--- src/rtl/fpsm_pkg.sv ---
// Shared types and constants for the fixed pattern stream matcher.
// No dependencies; imported by every module of the block.
package fpsm_pkg;

    localparam int SYM_W = 8;
    localparam int POS_W = 31;

    typedef logic [SYM_W-1:0] t_sym;
    typedef logic [POS_W-1:0] t_pos;

    // Match record from the front end into the queue
    typedef struct packed {
        logic valid;
        t_pos pos;
    } t_push;

    // Queue status back to its neighbors
    typedef struct packed {
        logic full;
        logic empty;
    } t_q_stat;

endpackage

--- src/rtl/fpsm_front.sv ---
// Front end: accepts pattern and text items, keeps pattern and text window,
// compares in parallel and issues match offsets. Depends on fpsm_pkg.
module fpsm_front #(
    parameter int MAX_PATTERN = 64
) (
    input  logic             i_clk,
    input  logic             i_rst_n,
    input  logic             i_valid,
    input  logic             i_is_text,
    input  logic             i_first,
    input  fpsm_pkg::t_sym   i_symbol,
    input  fpsm_pkg::t_q_stat i_q_stat,
    output logic             o_ready,
    output fpsm_pkg::t_push  o_push
);
    import fpsm_pkg::*;

    localparam int CW = $clog2(MAX_PATTERN + 1);
    localparam logic [CW-1:0] MAX_C = CW'(MAX_PATTERN);

    // Pattern held reversed: r_prev[k] is pattern byte (count - 1 - k),
    // so it lines up lane for lane with the text window.
    t_sym          r_prev [MAX_PATTERN];
    t_sym          r_win  [MAX_PATTERN];
    logic [CW-1:0] r_pc, n_pc;
    logic [CW-1:0] r_fill, n_fill;
    logic [CW-1:0] r_skip, n_skip;
    t_pos          r_pos, n_pos;

    logic          accept;
    logic          shift_pat;
    logic          shift_txt;
    logic [CW-1:0] pc_base;
    logic [CW-1:0] fill_base;
    logic [CW-1:0] skip_base;
    t_pos          pos_base;
    logic [MAX_PATTERN-1:0] lane_ok;
    logic          win_match;

    assign o_ready = !i_q_stat.full;
    assign accept  = i_valid && o_ready;

    always_comb begin
        pc_base   = i_first ? '0 : r_pc;
        fill_base = i_first ? '0 : r_fill;
        skip_base = i_first ? '0 : r_skip;
        pos_base  = i_first ? '0 : r_pos;
    end

    // Lane k checks the window after this byte shifts in
    always_comb begin
        for (int k = 0; k < MAX_PATTERN; k++) begin
            if (CW'(k) >= r_pc) begin
                lane_ok[k] = 1'b1;
            end else if (k == 0) begin
                lane_ok[k] = (i_symbol == r_prev[0]);
            end else begin
                lane_ok[k] = (r_win[k-1] == r_prev[k]);
            end
        end
    end

    always_comb begin
        n_pc      = r_pc;
        n_fill    = r_fill;
        n_skip    = r_skip;
        n_pos     = r_pos;
        shift_pat = 1'b0;
        shift_txt = 1'b0;
        win_match = 1'b0;
        o_push    = '0;
        if (accept) begin
            if (!i_is_text) begin
                n_fill = '0;
                n_skip = '0;
                n_pos  = '0;
                n_pc   = pc_base;
                if (pc_base < MAX_C) begin
                    n_pc      = pc_base + 1'b1;
                    shift_pat = 1'b1;
                end
            end else begin
                shift_txt = 1'b1;
                n_fill = (fill_base < MAX_C) ? fill_base + 1'b1 : fill_base;
                n_pos  = (pos_base != '1) ? pos_base + 1'b1 : pos_base;
                win_match = (r_pc != '0) && (n_fill >= r_pc) && (&lane_ok);
                if (skip_base != '0) begin
                    n_skip = skip_base - 1'b1;
                end else if (win_match) begin
                    n_skip       = r_pc - 1'b1;
                    o_push.valid = 1'b1;
                    o_push.pos   = n_pos - POS_W'(r_pc) + 1'b1;
                end else begin
                    n_skip = '0;
                end
            end
        end
    end

    always_ff @(posedge i_clk) begin
        if (!i_rst_n) begin
            r_pc   <= '0;
            r_fill <= '0;
            r_skip <= '0;
            r_pos  <= '0;
        end else begin
            r_pc   <= n_pc;
            r_fill <= n_fill;
            r_skip <= n_skip;
            r_pos  <= n_pos;
        end
    end

    always_ff @(posedge i_clk) begin
        if (shift_pat) begin
            r_prev[0] <= i_symbol;
            for (int k = 1; k < MAX_PATTERN; k++) begin
                r_prev[k] <= r_prev[k-1];
            end
        end
        if (shift_txt) begin
            r_win[0] <= i_symbol;
            for (int k = 1; k < MAX_PATTERN; k++) begin
                r_win[k] <= r_win[k-1];
            end
        end
    end

endmodule

--- src/rtl/fpsm_queue.sv ---
// Two-entry queue of match offsets between front end and output stage.
// Depends on fpsm_pkg.
module fpsm_queue (
    input  logic              i_clk,
    input  logic              i_rst_n,
    input  fpsm_pkg::t_push   i_push,
    input  logic              i_pop,
    output fpsm_pkg::t_pos    o_data,
    output fpsm_pkg::t_q_stat o_stat
);
    import fpsm_pkg::*;

    t_pos       r_mem [2];
    logic       r_wptr, n_wptr;
    logic       r_rptr, n_rptr;
    logic [1:0] r_count, n_count;
    logic       do_push;
    logic       do_pop;

    assign o_stat.full  = (r_count == 2'd2);
    assign o_stat.empty = (r_count == 2'd0);
    assign o_data       = r_mem[r_rptr];

    assign do_push = i_push.valid && !o_stat.full;
    assign do_pop  = i_pop && !o_stat.empty;

    always_comb begin
        n_wptr  = do_push ? ~r_wptr : r_wptr;
        n_rptr  = do_pop ? ~r_rptr : r_rptr;
        n_count = r_count + {1'b0, do_push} - {1'b0, do_pop};
    end

    always_ff @(posedge i_clk) begin
        if (!i_rst_n) begin
            r_wptr  <= 1'b0;
            r_rptr  <= 1'b0;
            r_count <= '0;
        end else begin
            r_wptr  <= n_wptr;
            r_rptr  <= n_rptr;
            r_count <= n_count;
        end
    end

    always_ff @(posedge i_clk) begin
        if (do_push) begin
            r_mem[r_wptr] <= i_push.pos;
        end
    end

endmodule

--- src/rtl/fpsm_back.sv ---
// Output stage: moves queued match offsets into the registered master port.
// Depends on fpsm_pkg.
module fpsm_back (
    input  logic              i_clk,
    input  logic              i_rst_n,
    input  fpsm_pkg::t_pos    i_data,
    input  fpsm_pkg::t_q_stat i_q_stat,
    input  logic              i_ready,
    output logic              o_pop,
    output logic              o_valid,
    output fpsm_pkg::t_pos    o_data
);
    import fpsm_pkg::*;

    logic r_valid, n_valid;
    t_pos r_data;

    assign o_pop   = !i_q_stat.empty && (!r_valid || i_ready);
    assign n_valid = o_pop || (r_valid && !i_ready);
    assign o_valid = r_valid;
    assign o_data  = r_data;

    always_ff @(posedge i_clk) begin
        if (!i_rst_n) begin
            r_valid <= 1'b0;
        end else begin
            r_valid <= n_valid;
        end
    end

    always_ff @(posedge i_clk) begin
        if (o_pop) begin
            r_data <= i_data;
        end
    end

endmodule

--- src/rtl/fixed_pattern_stream_matcher.sv ---
// Fixed pattern stream matcher, top level.
// Instantiates fpsm_front, fpsm_queue and fpsm_back; depends on fpsm_pkg.
//
// Usage:
//   Slave stream carries one byte per item: tdata = symbol, tuser[0] = kind
//   (0 pattern byte, 1 text byte), tuser[1] = first (restart pattern load or
//   text scan). Load up to MAX_PATTERN pattern bytes, then stream text.
//   Every pattern byte also restarts the text scan.
//   Master stream carries the 1-based start offset of each non-overlapping
//   match in tdata[30:0]; after a match the next pattern-length minus one
//   text bytes cannot complete a match.
//   Throughput: one item per cycle while s_axis_tready is high. The
//   full-window compare (MAX_PATTERN byte lanes, ANDed) is combinational
//   in the front end. A match offset passes through the queue and then
//   the output register to the master port.
//   Reset clears pattern length, text position and all handshake state;
//   pattern and window bytes are left as they are.
//   When the receiver stalls, offsets wait in the output register and a
//   two-entry queue; s_axis_tready drops only when that queue is full.
module fixed_pattern_stream_matcher #(
    parameter int MAX_PATTERN = 64
) (
    input  logic        i_clk,
    input  logic        i_rst_n,
    input  logic        s_axis_tvalid,
    output logic        s_axis_tready,
    input  logic [7:0]  s_axis_tdata,   // [7:0] symbol
    input  logic [1:0]  s_axis_tuser,   // [0] req_type, [1] first
    output logic        m_axis_tvalid,
    input  logic        m_axis_tready,
    output logic [31:0] m_axis_tdata    // [30:0] match_pos, [31] zero
);
    import fpsm_pkg::*;

    t_push   push;
    t_q_stat q_stat;
    t_pos    q_data;
    t_pos    out_pos;
    logic    pop;

    fpsm_front #(
        .MAX_PATTERN(MAX_PATTERN)
    ) u_front (
        .i_clk     (i_clk),
        .i_rst_n   (i_rst_n),
        .i_valid   (s_axis_tvalid),
        .i_is_text (s_axis_tuser[0]),
        .i_first   (s_axis_tuser[1]),
        .i_symbol  (s_axis_tdata),
        .i_q_stat  (q_stat),
        .o_ready   (s_axis_tready),
        .o_push    (push)
    );

    fpsm_queue u_queue (
        .i_clk   (i_clk),
        .i_rst_n (i_rst_n),
        .i_push  (push),
        .i_pop   (pop),
        .o_data  (q_data),
        .o_stat  (q_stat)
    );

    fpsm_back u_back (
        .i_clk    (i_clk),
        .i_rst_n  (i_rst_n),
        .i_data   (q_data),
        .i_q_stat (q_stat),
        .i_ready  (m_axis_tready),
        .o_pop    (pop),
        .o_valid  (m_axis_tvalid),
        .o_data   (out_pos)
    );

    assign m_axis_tdata = {1'b0, out_pos};

endmodule

--- config.mk ---
export PLATFORM = sky130hd
export DESIGN_NAME = fixed_pattern_stream_matcher
export DESIGN_NICKNAME = d
export VERILOG_FILES = /design/src/rtl/fpsm_pkg.sv /design/src/rtl/fpsm_front.sv /design/src/rtl/fpsm_queue.sv /design/src/rtl/fpsm_back.sv /design/src/rtl/fixed_pattern_stream_matcher.sv
export SDC_FILE = /design/constraint.sdc
export NUM_CORES = 1
export LEC_CHECK = 0
export BUFFER_PORTS_ARGS = -buffer_cell sky130_fd_sc_hd__buf_4
export CAP_MARGIN = 10
export CORE_MARGIN = 3
export CORE_UTILIZATION = 45
export CTS_CLUSTER_DIAMETER = 60
export DETAILED_ROUTE_END_ITERATION = 16
export GPL_ROUTABILITY_DRIVEN = 0
export SLEW_MARGIN = 20
export SYNTH_ARGS = -nofsm -noshare
export SYNTH_HDL_FRONTEND = slang
export SYNTH_HIERARCHICAL = 1
export SYNTH_SLANG_ARGS = --single-unit
--- constraint.sdc ---
create_clock -name i_clk -period 23.4 [get_ports i_clk]
set_input_delay 3.51 -clock i_clk [delete_from_list [all_inputs] [get_ports i_clk]]
set_output_delay 3.51 -clock i_clk [all_outputs]
set_load 0.03 [all_outputs]
==> flow_summary.ini, run 1 <==
[floorplan]
io_pins = 48
initial_core_util = 0.4551
die_x_microns = 324.5
rows = 116
die_y_microns = 324.5
core-area_sq_um = 100300
dieArea_sq_um = 105300

[cells_and_area]
area_growth_pct = 12.55
num-nets-final = 2912
fillers = 8168
antenna_cells = 0
drive_gt1_frac = 0.09728
final_core_util = 0.5122

[min_path]
hp-class = flop to flop
holdPathStages = 0
worstHoldStart = u_front/r_win[2][41]$_DFFE_PP_
hold-path-endpoint = u_front/r_win[2][49]$_DFFE_PP_

[pwr]
p_per_area_nw_per_um2 = 84.58
ir_drop_uv = 65.16
p_leak_uw = 0.01652

[place]
dp_hpwl_microns = 57920
port_buffers = 46

[synthesis]
synth_flop_cell = edfxtp_1
synth_cells = 2713
synth_edf_count = 1109
synth_cell_types = 76
synth-seq-area-share = 0.7551
synth_nets = 2780
synthArstFlopShare = 0
synth_warnings = 6
ys_ff_latch = 1167
syn_area_per_cell_sq_um = 16.82
syn-cell-area_sq_um = 45640

[global_route]
grt_pass1_vias = 23390
grt_pass1_wl_microns = 137600
grtUsageMet1 = 0.2278
groute.layer.met2.usage = 0.2752
grt_usage = 0.1669
antenna_found_initial = 1
grt.busiest_layer = met2
gr-usage-met3 = 0.03112
grt_max_degree = 176
grt_overflow_total = 0

[setup_path]
critPathMaxFanout = 72
crit_chain = buf_4 -> nand4b_1 -> nor4_1 -> and4bb_2 -> a211oi_1 -> nand3_1 -> nor2_1 -> xnor2_1 -> nor2_1 -> ha_1 -> a21oi_1 -> o21bai_1 -> a21o_1 -> a2111oi_0 -> a21oi_1 -> a211o_1 -> mux2_2 -> nor4_1
critical_path.slowest_cell = a211oi_1
cp_data_arrival_time_ps = 8660
timing.rr.end = u_queue/r_count[1]$_SDFF_PN0_
startpoint_type = input port
cp.required_ps = 23850
reg2reg_depth = 17
cp-end-kind = flop
r2r_slack_ps = 17700
rr_startpoint = u_front/r_pc[0]$_SDFFE_PN0P_
crit_type = input port to flop
crit_path_max_incr_delay_ps = 690

[sta]
max_slew_margin = 0.1529
tns_ps = 0
fmax_ghz = 0.1218
rsz0062_at_grt = no
slew_violations = 0
tightest_slew_ps = 1259
post-route-period-util = 0.3509
hold_viol_final = 0
period_needed_ps = 8211
clock_skew_ps = 20.09
setup_viol = 0

[drt]
vias_per_cell = 5.401
drt-total-wl_microns = 90240
first_pass_iters = 6
drt_iter0_drc = 2198
drt.antenna.violating_nets = 0
drc = 0
via_count = 23210
wire_per_inst_microns = 21.00

[cts]
hold_buffers = 0
cts.clk_slew.worst_paths_ps = 60
postCtsSetupRepairBufs = 0
cts_buffers = 117
clk_latency_ps = 680
h-tree-depth = 3
cts_tree = done
cts.sink_count = 1167
clockBufferDepth = 3
clock-root-buffer = clkbuf_16
cts_resized = 0

[outcome]
outcome = finished, final reports clean

[flow_run]
max_cap_viol_count = 0
synthesized netlist by cell type (13+ instances only):
master | n | share of area
a21oi_1 | 67 | 0.0073
nand3_1 | 24 | 0.0026
clkbuf_1 | 35 | 0.0029
a21o_1 | 13 | 0.0021
nand2_1 | 73 | 0.0060
edfxtp_1 | 1109 | 0.73
mux2_2 | 35 | 0.0086
nor4_1 | 116 | 0.016
ha_1 | 52 | 0.014
o21ai_0 | 61 | 0.0067
nor2b_1 | 39 | 0.0053
nor3_1 | 41 | 0.0045
dfxtp_1 | 58 | 0.025
o21a_1 | 15 | 0.0025
nand2b_1 | 21 | 0.0029
nor2_1 | 69 | 0.0057
a22oi_1 | 37 | 0.0061
xor2_1 | 430 | 0.083
nand4_1 | 42 | 0.0058
inv_1 | 48 | 0.0039
xnor2_1 | 140 | 0.027
per-stage QoR:
| step | total power (uW) | setup slack, ps | cells | hold slack [ps] | cell area [sq um] |
|---|---|---|---|---|---|
| finish | 4344 | 15190 | 4297 | 457.4 | 51370 |
| global route | 4493 | 14770 | 4297 | 473.2 | 51370 |
| CTS | 4394 | 15330 | 4297 | 458.9 | 51360 |
| detailed placement | 2577 | 14620 | 4083 | 454.0 | 47640 |
| global placement | 2572 | 14820 | 4083 | 448.8 | 47640 |
| floorplan | 2563 | 4253 | 2713 | 443.9 | 45640 |
cells in the final DEF, fill, tap and decap left out, types with 29 or more instances in the layout:
cell type / count
nor2_1: 68
xnor2_1: 140
dfxtp_1: 58
nor4_1: 116
nand2_1: 73
nor3_1: 41
edfxtp_1: 1109
xor2_1: 430
o21ai_0: 61
mux2_2: 35
a22oi_1: 37
nor2b_1: 38
nand4_1: 42
ha_1: 52
clkinv_1: 29
clkbuf_16: 119
buf_4: 64
inv_1: 48
a21oi_1: 67
critical path: cells and delay by family:
kind	cells	cell delay, ps
AO/OA/AOI/OAI	7	2200
XOR/XNOR	1	180
adder cells (fa/ha/maj)	1	420
buffers and inverters	1	520
multiplexers	1	270
AND/OR/NAND/NOR	7	1510
sequential cells by signal (all words and copies together), names as in the netlist, named ones only:
| register | flops |
|---|---|
| u_back/o_data | 31 |
| u_back/o_valid | 1 |
| u_front/r_fill | 7 |
| u_front/r_pc | 7 |
| u_front/r_pos | 31 |
| u_front/r_prev | 512 |
| u_front/r_skip | 7 |
| u_front/r_win | 504 |
| u_queue/r_count | 2 |
| u_queue/r_mem | 62 |
| u_queue/r_rptr | 1 |
| u_queue/r_wptr | 1 |
metal layers:
layer	up-vias	part of all wire	wire, microns
li1	10570	-	-
met1	11820	0.43	39250
met2	627	0.49	43880
met3	193	0.051	4591
met4	0	0.028	2525
met5	-	0	0
cell families (layout without fill, tap and decap cells):
logic type                 count (synthesis)  after routing  synth area share
xor gates and xnor gates                 570            570            0.1094
and+or+nand+nor                          487            487           0.05905
adders and majority gates                 53             53           0.01469
other                                      1              1        0.00008216
AOI/OAI and AO/OA                        293            293           0.04293
muxes                                     37             37          0.009074
DFF                                     1167           1167            0.7551
buffers and inverters                    105            332          0.009677
how the worst max path moves through the flow:
| stage | from | end | cells past startpoint |
|---|---|---|---|
| 6_report | s_axis_tuser[1] | u_queue/r_mem[0][24]$_DFFE_PP_ | 18 |
| 5_1_grt | s_axis_tuser[1] | u_queue/r_mem[0][24]$_DFFE_PP_ | 18 |
| 4_1_cts | s_axis_tuser[1] | u_queue/r_mem[0][24]$_DFFE_PP_ | 18 |
| 3_5_place_dp | s_axis_tuser[1] | u_queue/r_mem[0][24]$_DFFE_PP_ | 18 |
| 3_3_place_gp | s_axis_tuser[1] | u_queue/r_mem[0][29]$_DFFE_PP_ | 17 |
| 2_1_floorplan | s_axis_tvalid | u_front/r_skip[1]$_SDFFE_PN0P_ | 8 |
where the power goes:
| group | total (uW) | switching [uW] | leakage [uW] | internal (uW) |
|---|---|---|---|---|
| Clock | 1810 | 758 | 0.00182 | 1050 |
| Combinational | 131 | 89.8 | 0.00420 | 41.4 |
| Sequential | 2400 | 43.3 | 0.0105 | 2360 |
| Total | 4340 | 891 | 0.0165 | 3450 |
area by class of cell:
class | instances | area [sq um] | area share
clock buffers | 148 | 3107 | 0.06048
clock inverters | 66 | 614.3 | 0.01196
inverters | 50 | 195.2 | 0.003800
multi-input cells | 1441 | 10750 | 0.2092
flip-flops and latches | 1167 | 34460 | 0.6709
well taps | 1357 | 1698 | 0.03305
repair buffers | 68 | 543.0 | 0.01057
Power figures use the tool's default switching activity.
==> run 2, diff against run 1 <==
==> constraint.sdc (replaced) <==
create_clock -name i_clk -period 8.4 [get_ports i_clk]
set_input_delay 1.26 -clock i_clk [delete_from_list [all_inputs] [get_ports i_clk]]
set_output_delay 1.26 -clock i_clk [all_outputs]
set_load 0.03 [all_outputs]
==> flow_summary.ini, run 2 (synthesis results as in run 1) <==
[cts]
cts_buffers = 120
clk_latency_ps = 700
cts.sink_count = 1167
h-tree-depth = 3
cts_resized = 0
hold_buffers = 0
postCtsSetupRepairBufs = 0
clockBufferDepth = 3
cts.clk_slew.worst_paths_ps = 60
clock-root-buffer = clkbuf_16
cts_tree = done

[sta]
setup_slack_ps = 2447
tns_ps = 0
hold_viol_final = 0
tightest_slew_ps = 1141
period_needed_ps = 5953
setup_viol = 0
clock_skew_ps = 27.86
timing.hold.ws_ps = 454.0
post-route-period-util = 0.7087
slew_violations = 0
rsz0062_at_grt = no
max_slew_margin = 0.2314
fmax_ghz = 0.1680

[setup_path]
cp-end-kind = flop
crit_chain = buf_4 -> nand4b_1 -> nor4_1 -> and4bb_2 -> a21oi_1 -> nand2_1 -> xnor2_1 -> ha_1 -> ha_1 -> nand2_1 -> o31a_1 -> o31ai_1 -> nand2_1 -> a21oi_1 -> a211o_1 -> mux2_2 -> nor4_1
crit_type = input port to flop
crit_path_max_incr_delay_ps = 690
cp.required_ps = 8850
critPathMaxFanout = 72
cp_data_arrival_time_ps = 6410
startpoint_type = input port
critical_path.slowest_cell = o31ai_1
crit_top_cell = nand2_1

[cells_and_area]
area_growth_pct = 12.47
largest_register_ffs = 512
regMostFlops = u_front/r_prev
final_common_cell = edfxtp_1
fillers = 8226
final_cell_mix = 1,109 x edfxtp_1, 430 x xor2_1, 140 x xnor2_1
reg_top3 = u_front/r_prev x512, u_front/r_win x504, u_queue/r_mem x62
num-nets-final = 2914
drive_gt1_frac = 0.1009
antenna_cells = 0

[drt]
vias_per_cell = 5.371
via_count = 23100
wire_per_inst_microns = 20.69
drc = 0
drt.antenna.violating_nets = 0
drt_iter0_drc = 2173
first_pass_iters = 6
drt-total-wl_microns = 88980

[floorplan]
initial_core_util = 0.4551
core-area_sq_um = 100300
io_pins = 48
die_x_microns = 324.5
die_y_microns = 324.5
dieArea_sq_um = 105300
rows = 116

[pwr]
p_per_area_nw_per_um2 = 233.4
ir_drop_uv = 192.1
p_leak_uw = 0.01648

[min_path]
hp-class = flop to flop

[outcome]
outcome = finished, final reports clean

[place]
dp_hpwl_microns = 57100
post-place-ws_ps = 1847
port_buffers = 46

[global_route]
grt_pass1_vias = 23600
antenna_found_initial = 0
grt_usage = 0.1664
grt_max_degree = 184
grt_pass1_wl_microns = 136500
grt_overflow_total = 0

[flow_run]
max_cap_viol_count = 0
==> run 2: metrics by stage <==
step                      instance area, sq um    util  power (uW)  cells
final                                    51330  0.5118       11980   4301
after global routing                     51330  0.5118       12410   4301
after CTS                                51320  0.5118       12140   4301
after detailed placement                 47680  0.4754        7177   4082
after global placement                   47670  0.4753        7164   4082
after floorplan                          45650       -        7045   2713
==> run 2: power breakdown <==
| part | leakage, uW | internal [uW] | switching, uW |
|---|---|---|---|
| sequential | 0.0105 | 6570 | 119 |
| clock | 0.00178 | 2760 | 2160 |
| combinational | 0.00420 | 117 | 250 |
==> run 2: layout make-up <==
class / instances / area (sq um) / share of cell area
clock inverters: 72 / 523.0 / 0.01019
inverters: 50 / 195.2 / 0.003803
clock buffers: 147 / 3126 / 0.06089
well taps: 1357 / 1698 / 0.03308
repair buffers: 67 / 565.5 / 0.01102
multi-input cells: 1441 / 10760 / 0.2096
flip-flops and latches: 1167 / 34460 / 0.6714
==> run 2: worst paths after layout <==
path	start	slack, ps	cells past startpoint	end
worst max-delay path	s_axis_tuser[1]	2450	17	u_queue/r_mem[0][24]$_DFFE_PP_
worst min-delay path	u_front/r_win[2][36]$_DFFE_PP_	450	0	u_front/r_win[2][44]$_DFFE_PP_
worst min register to register	u_front/r_win[2][36]$_DFFE_PP_	450	0	u_front/r_win[2][44]$_DFFE_PP_
worst max register to register	u_front/r_pc[0]$_SDFFE_PN0P_	2570	17	u_queue/r_count[1]$_SDFF_PN0_
==> run 2: routing by layer <==
layer  track usage  vias up  routed length [microns]
met2        0.2746      694                    43510
met3       0.03954      178                     5614
li1              -    10580                        -
met1        0.2189    11650                    37220
met4       0.05277        0                     2631
met5             0        -                        0
==> run 2: worst max-delay path: cells and delay by family <==
family / cells / cell delay [ps]
simple gates: 7 / 1410
fa+ha+maj: 2 / 640
buf+inv: 1 / 500
compound gates: 5 / 2010
xor+xnor: 1 / 220
mux: 1 / 320
==> run 3, diff against run 2 <==
--- a/config.mk
+++ b/config.mk
@@ -5,6 +5,7 @@
 export SDC_FILE = /design/constraint.sdc
 export NUM_CORES = 1
 export LEC_CHECK = 0
+export ABC_AREA = 1
 export BUFFER_PORTS_ARGS = -buffer_cell sky130_fd_sc_hd__buf_4
 export CAP_MARGIN = 10
 export CORE_MARGIN = 3
==> constraint.sdc (replaced) <==
create_clock -name i_clk -period 5.8 [get_ports i_clk]
set_input_delay 0.87 -clock i_clk [delete_from_list [all_inputs] [get_ports i_clk]]
set_output_delay 0.87 -clock i_clk [all_outputs]
set_load 0.03 [all_outputs]
==> flow_summary.ini, run 3 <==
[outcome]
outcome = finished, final reports clean

[synthesis]
synth_nets = 3776
synth_edf_count = 1109
synth_warnings = 6
yosysMostFrequentCell = edfxtp_1
synthArstFlopShare = 0
syn_area_per_cell_sq_um = 12.90
synth_top_area_frac = 0.6962
synthTopCellsByArea = edfxtp_1 70%, nand2_1 6.6%, xnor2_1 6.2%
synth_cell_types = 52
netlist_top_cells_count = 1,109 x edfxtp_1, 836 x nand2_1, 368 x inv_1
synth_cells = 3709
synth_flop_cell = edfxtp_1
syn-cell-area_sq_um = 47830
synth-seq-area-share = 0.7205
yosys.area.top_type = edfxtp_1
ys_ff_latch = 1167

[global_route]
grt_overflow_total = 0
grt_pass1_vias = 25850
grt_pass1_wl_microns = 141600
grt_max_degree = 186
grt_usage = 0.1628
antenna_found_initial = 3

[cts]
cts_buffers = 120
cts_resized = 0
h-tree-depth = 3
cts.sink_count = 1167
postCtsSetupRepairBufs = 0
hold_buffers = 0
clock-root-buffer = clkbuf_16
clk_latency_ps = 700
cts_tree = done
clockBufferDepth = 3
cts.clk_slew.worst_paths_ps = 60

[flow_run]
max_cap_viol_count = 0

[setup_path]
crit_top_cell = nand2_1
rr_startpoint = u_front/r_pos[8]$_SDFFE_PN0P_
path_buf_inv = 4
timing.rr.end = u_queue/r_mem[1][27]$_DFFE_PP_
cp-end-kind = flop
crit_path_max_incr_delay_ps = 390
cp.required_ps = 6250
critical_path.slowest_cell = fa_1
cp_data_arrival_time_ps = 5130
reg2reg_depth = 28
cp_top_family = simple AND/OR/NAND/NOR gates
crit_type = input port to flop
critPathMaxFanout = 34
startpoint_type = input port
r2r_slack_ps = 1370

[floorplan]
die_y_microns = 332.0
rows = 118
dieArea_sq_um = 110200
core-area_sq_um = 104500
die_x_microns = 332.0
io_pins = 48
initial_core_util = 0.4576

[cells_and_area]
antenna_cells = 0
final_core_util = 0.5165
area_growth_pct = 12.86
fillers = 8760
reg_top3 = u_front/r_prev x512, u_front/r_win x504, u_queue/r_mem x62
largest_register_ffs = 512
final_common_cell = edfxtp_1
num-nets-final = 3930
drive_gt1_frac = 0.09063
final_cell_mix = 1,109 x edfxtp_1, 836 x nand2_1, 368 x inv_1
multiInputGateArea_sq_um = 11780
final-seq-area_sq_um = 34460
regMostFlops = u_front/r_prev

[drt]
wire_per_inst_microns = 16.93
drc = 0
drt_iter0_drc = 2259
via_count = 26300
vias_per_cell = 4.924
drt-total-wl_microns = 90440
first_pass_iters = 8
drt.antenna.violating_nets = 0

[place]
port_buffers = 46
post-place-ws_ps = 464.6
dp_hpwl_microns = 59300

[sta]
fmax_ghz = 0.2133
period_needed_ps = 4688
clock_skew_ps = 25.18
slew_violations = 0
hold_viol_final = 0
rsz0062_at_grt = no
post-route-period-util = 0.8083
setup_viol = 0
tns_ps = 0
tightest_slew_ps = 1104
max_slew_margin = 0.2642
setup_slack_ps = 1112

[min_path]
hold-path-endpoint = u_front/r_prev[0][6]$_DFFE_PP_
holdPathStages = 1
hp-class = input port to flop
worstHoldStart = s_axis_tdata[6]

[pwr]
p_per_area_nw_per_um2 = 333.8
power.total_uw = 18020
ir_drop_uv = 238.7
p_leak_uw = 0.01955
-- run 3: cell type report --
type,count,area share
sequential,1167,0.6384
multi-input combinational,2129,0.2182
clock buffer,144,0.05769
tap,1380,0.03198
inverter,379,0.02647
clock inverter,76,0.01655
timing repair buffer,66,0.01080
-- run 3: cell families after synthesis --
kind of cell / synth area share
AND/OR/NAND/NOR: 0.1200
adder cells (fa/ha/maj): 0.01402
AO/OA/AOI/OAI: 0.02422
buffers and inverters: 0.03406
flip-flops: 0.7205
other: 0.00007840
multiplexers: 0.007298
XOR/XNOR: 0.07983
-- run 3: per-stage QoR --
step	instance area, sq um	cells	hold WS [ps]
2_1_floorplan	47880	3709	426.4
3_3_place_gp	49980	5121	426.6
3_5_place_dp	49980	5121	432.1
4_1_cts	53990	5341	314.1
5_1_grt	53990	5341	327.5
6_report	53990	5341	374.1
-- run 3: how the worst max path moves through the flow --
stage	start	to	slack (ps)	cells past startpoint
finish	s_axis_tuser[1]	u_queue/r_mem[1][27]$_DFFE_PP_	1110	29
detailed placement	s_axis_tuser[1]	u_queue/r_mem[1][27]$_DFFE_PP_	460	29
global route	s_axis_tuser[1]	u_queue/r_mem[0][27]$_DFFE_PP_	700	29
floorplan	s_axis_tuser[1]	u_front/r_pc[6]$_SDFFE_PN0P_	-4660	7
CTS	s_axis_tuser[1]	u_queue/r_mem[0][27]$_DFFE_PP_	1200	29
global placement	s_axis_tuser[1]	u_queue/r_mem[0][27]$_DFFE_PP_	470	29
-- run 3: metal layers --
layer,global-route usage,part of all wire,vias up
met1,0.2138,0.43,12710
met4,0.05328,0.030,4
met2,0.2755,0.49,571
met3,0.02853,0.046,154
met5,0,0.00035,-
li1,-,-,12860
-- run 3: report_power, final --
group	internal, uW	switching (uW)	total, uW
registers	9470	168	9640
logic	210	406	616
clock network	4630	3140	7760
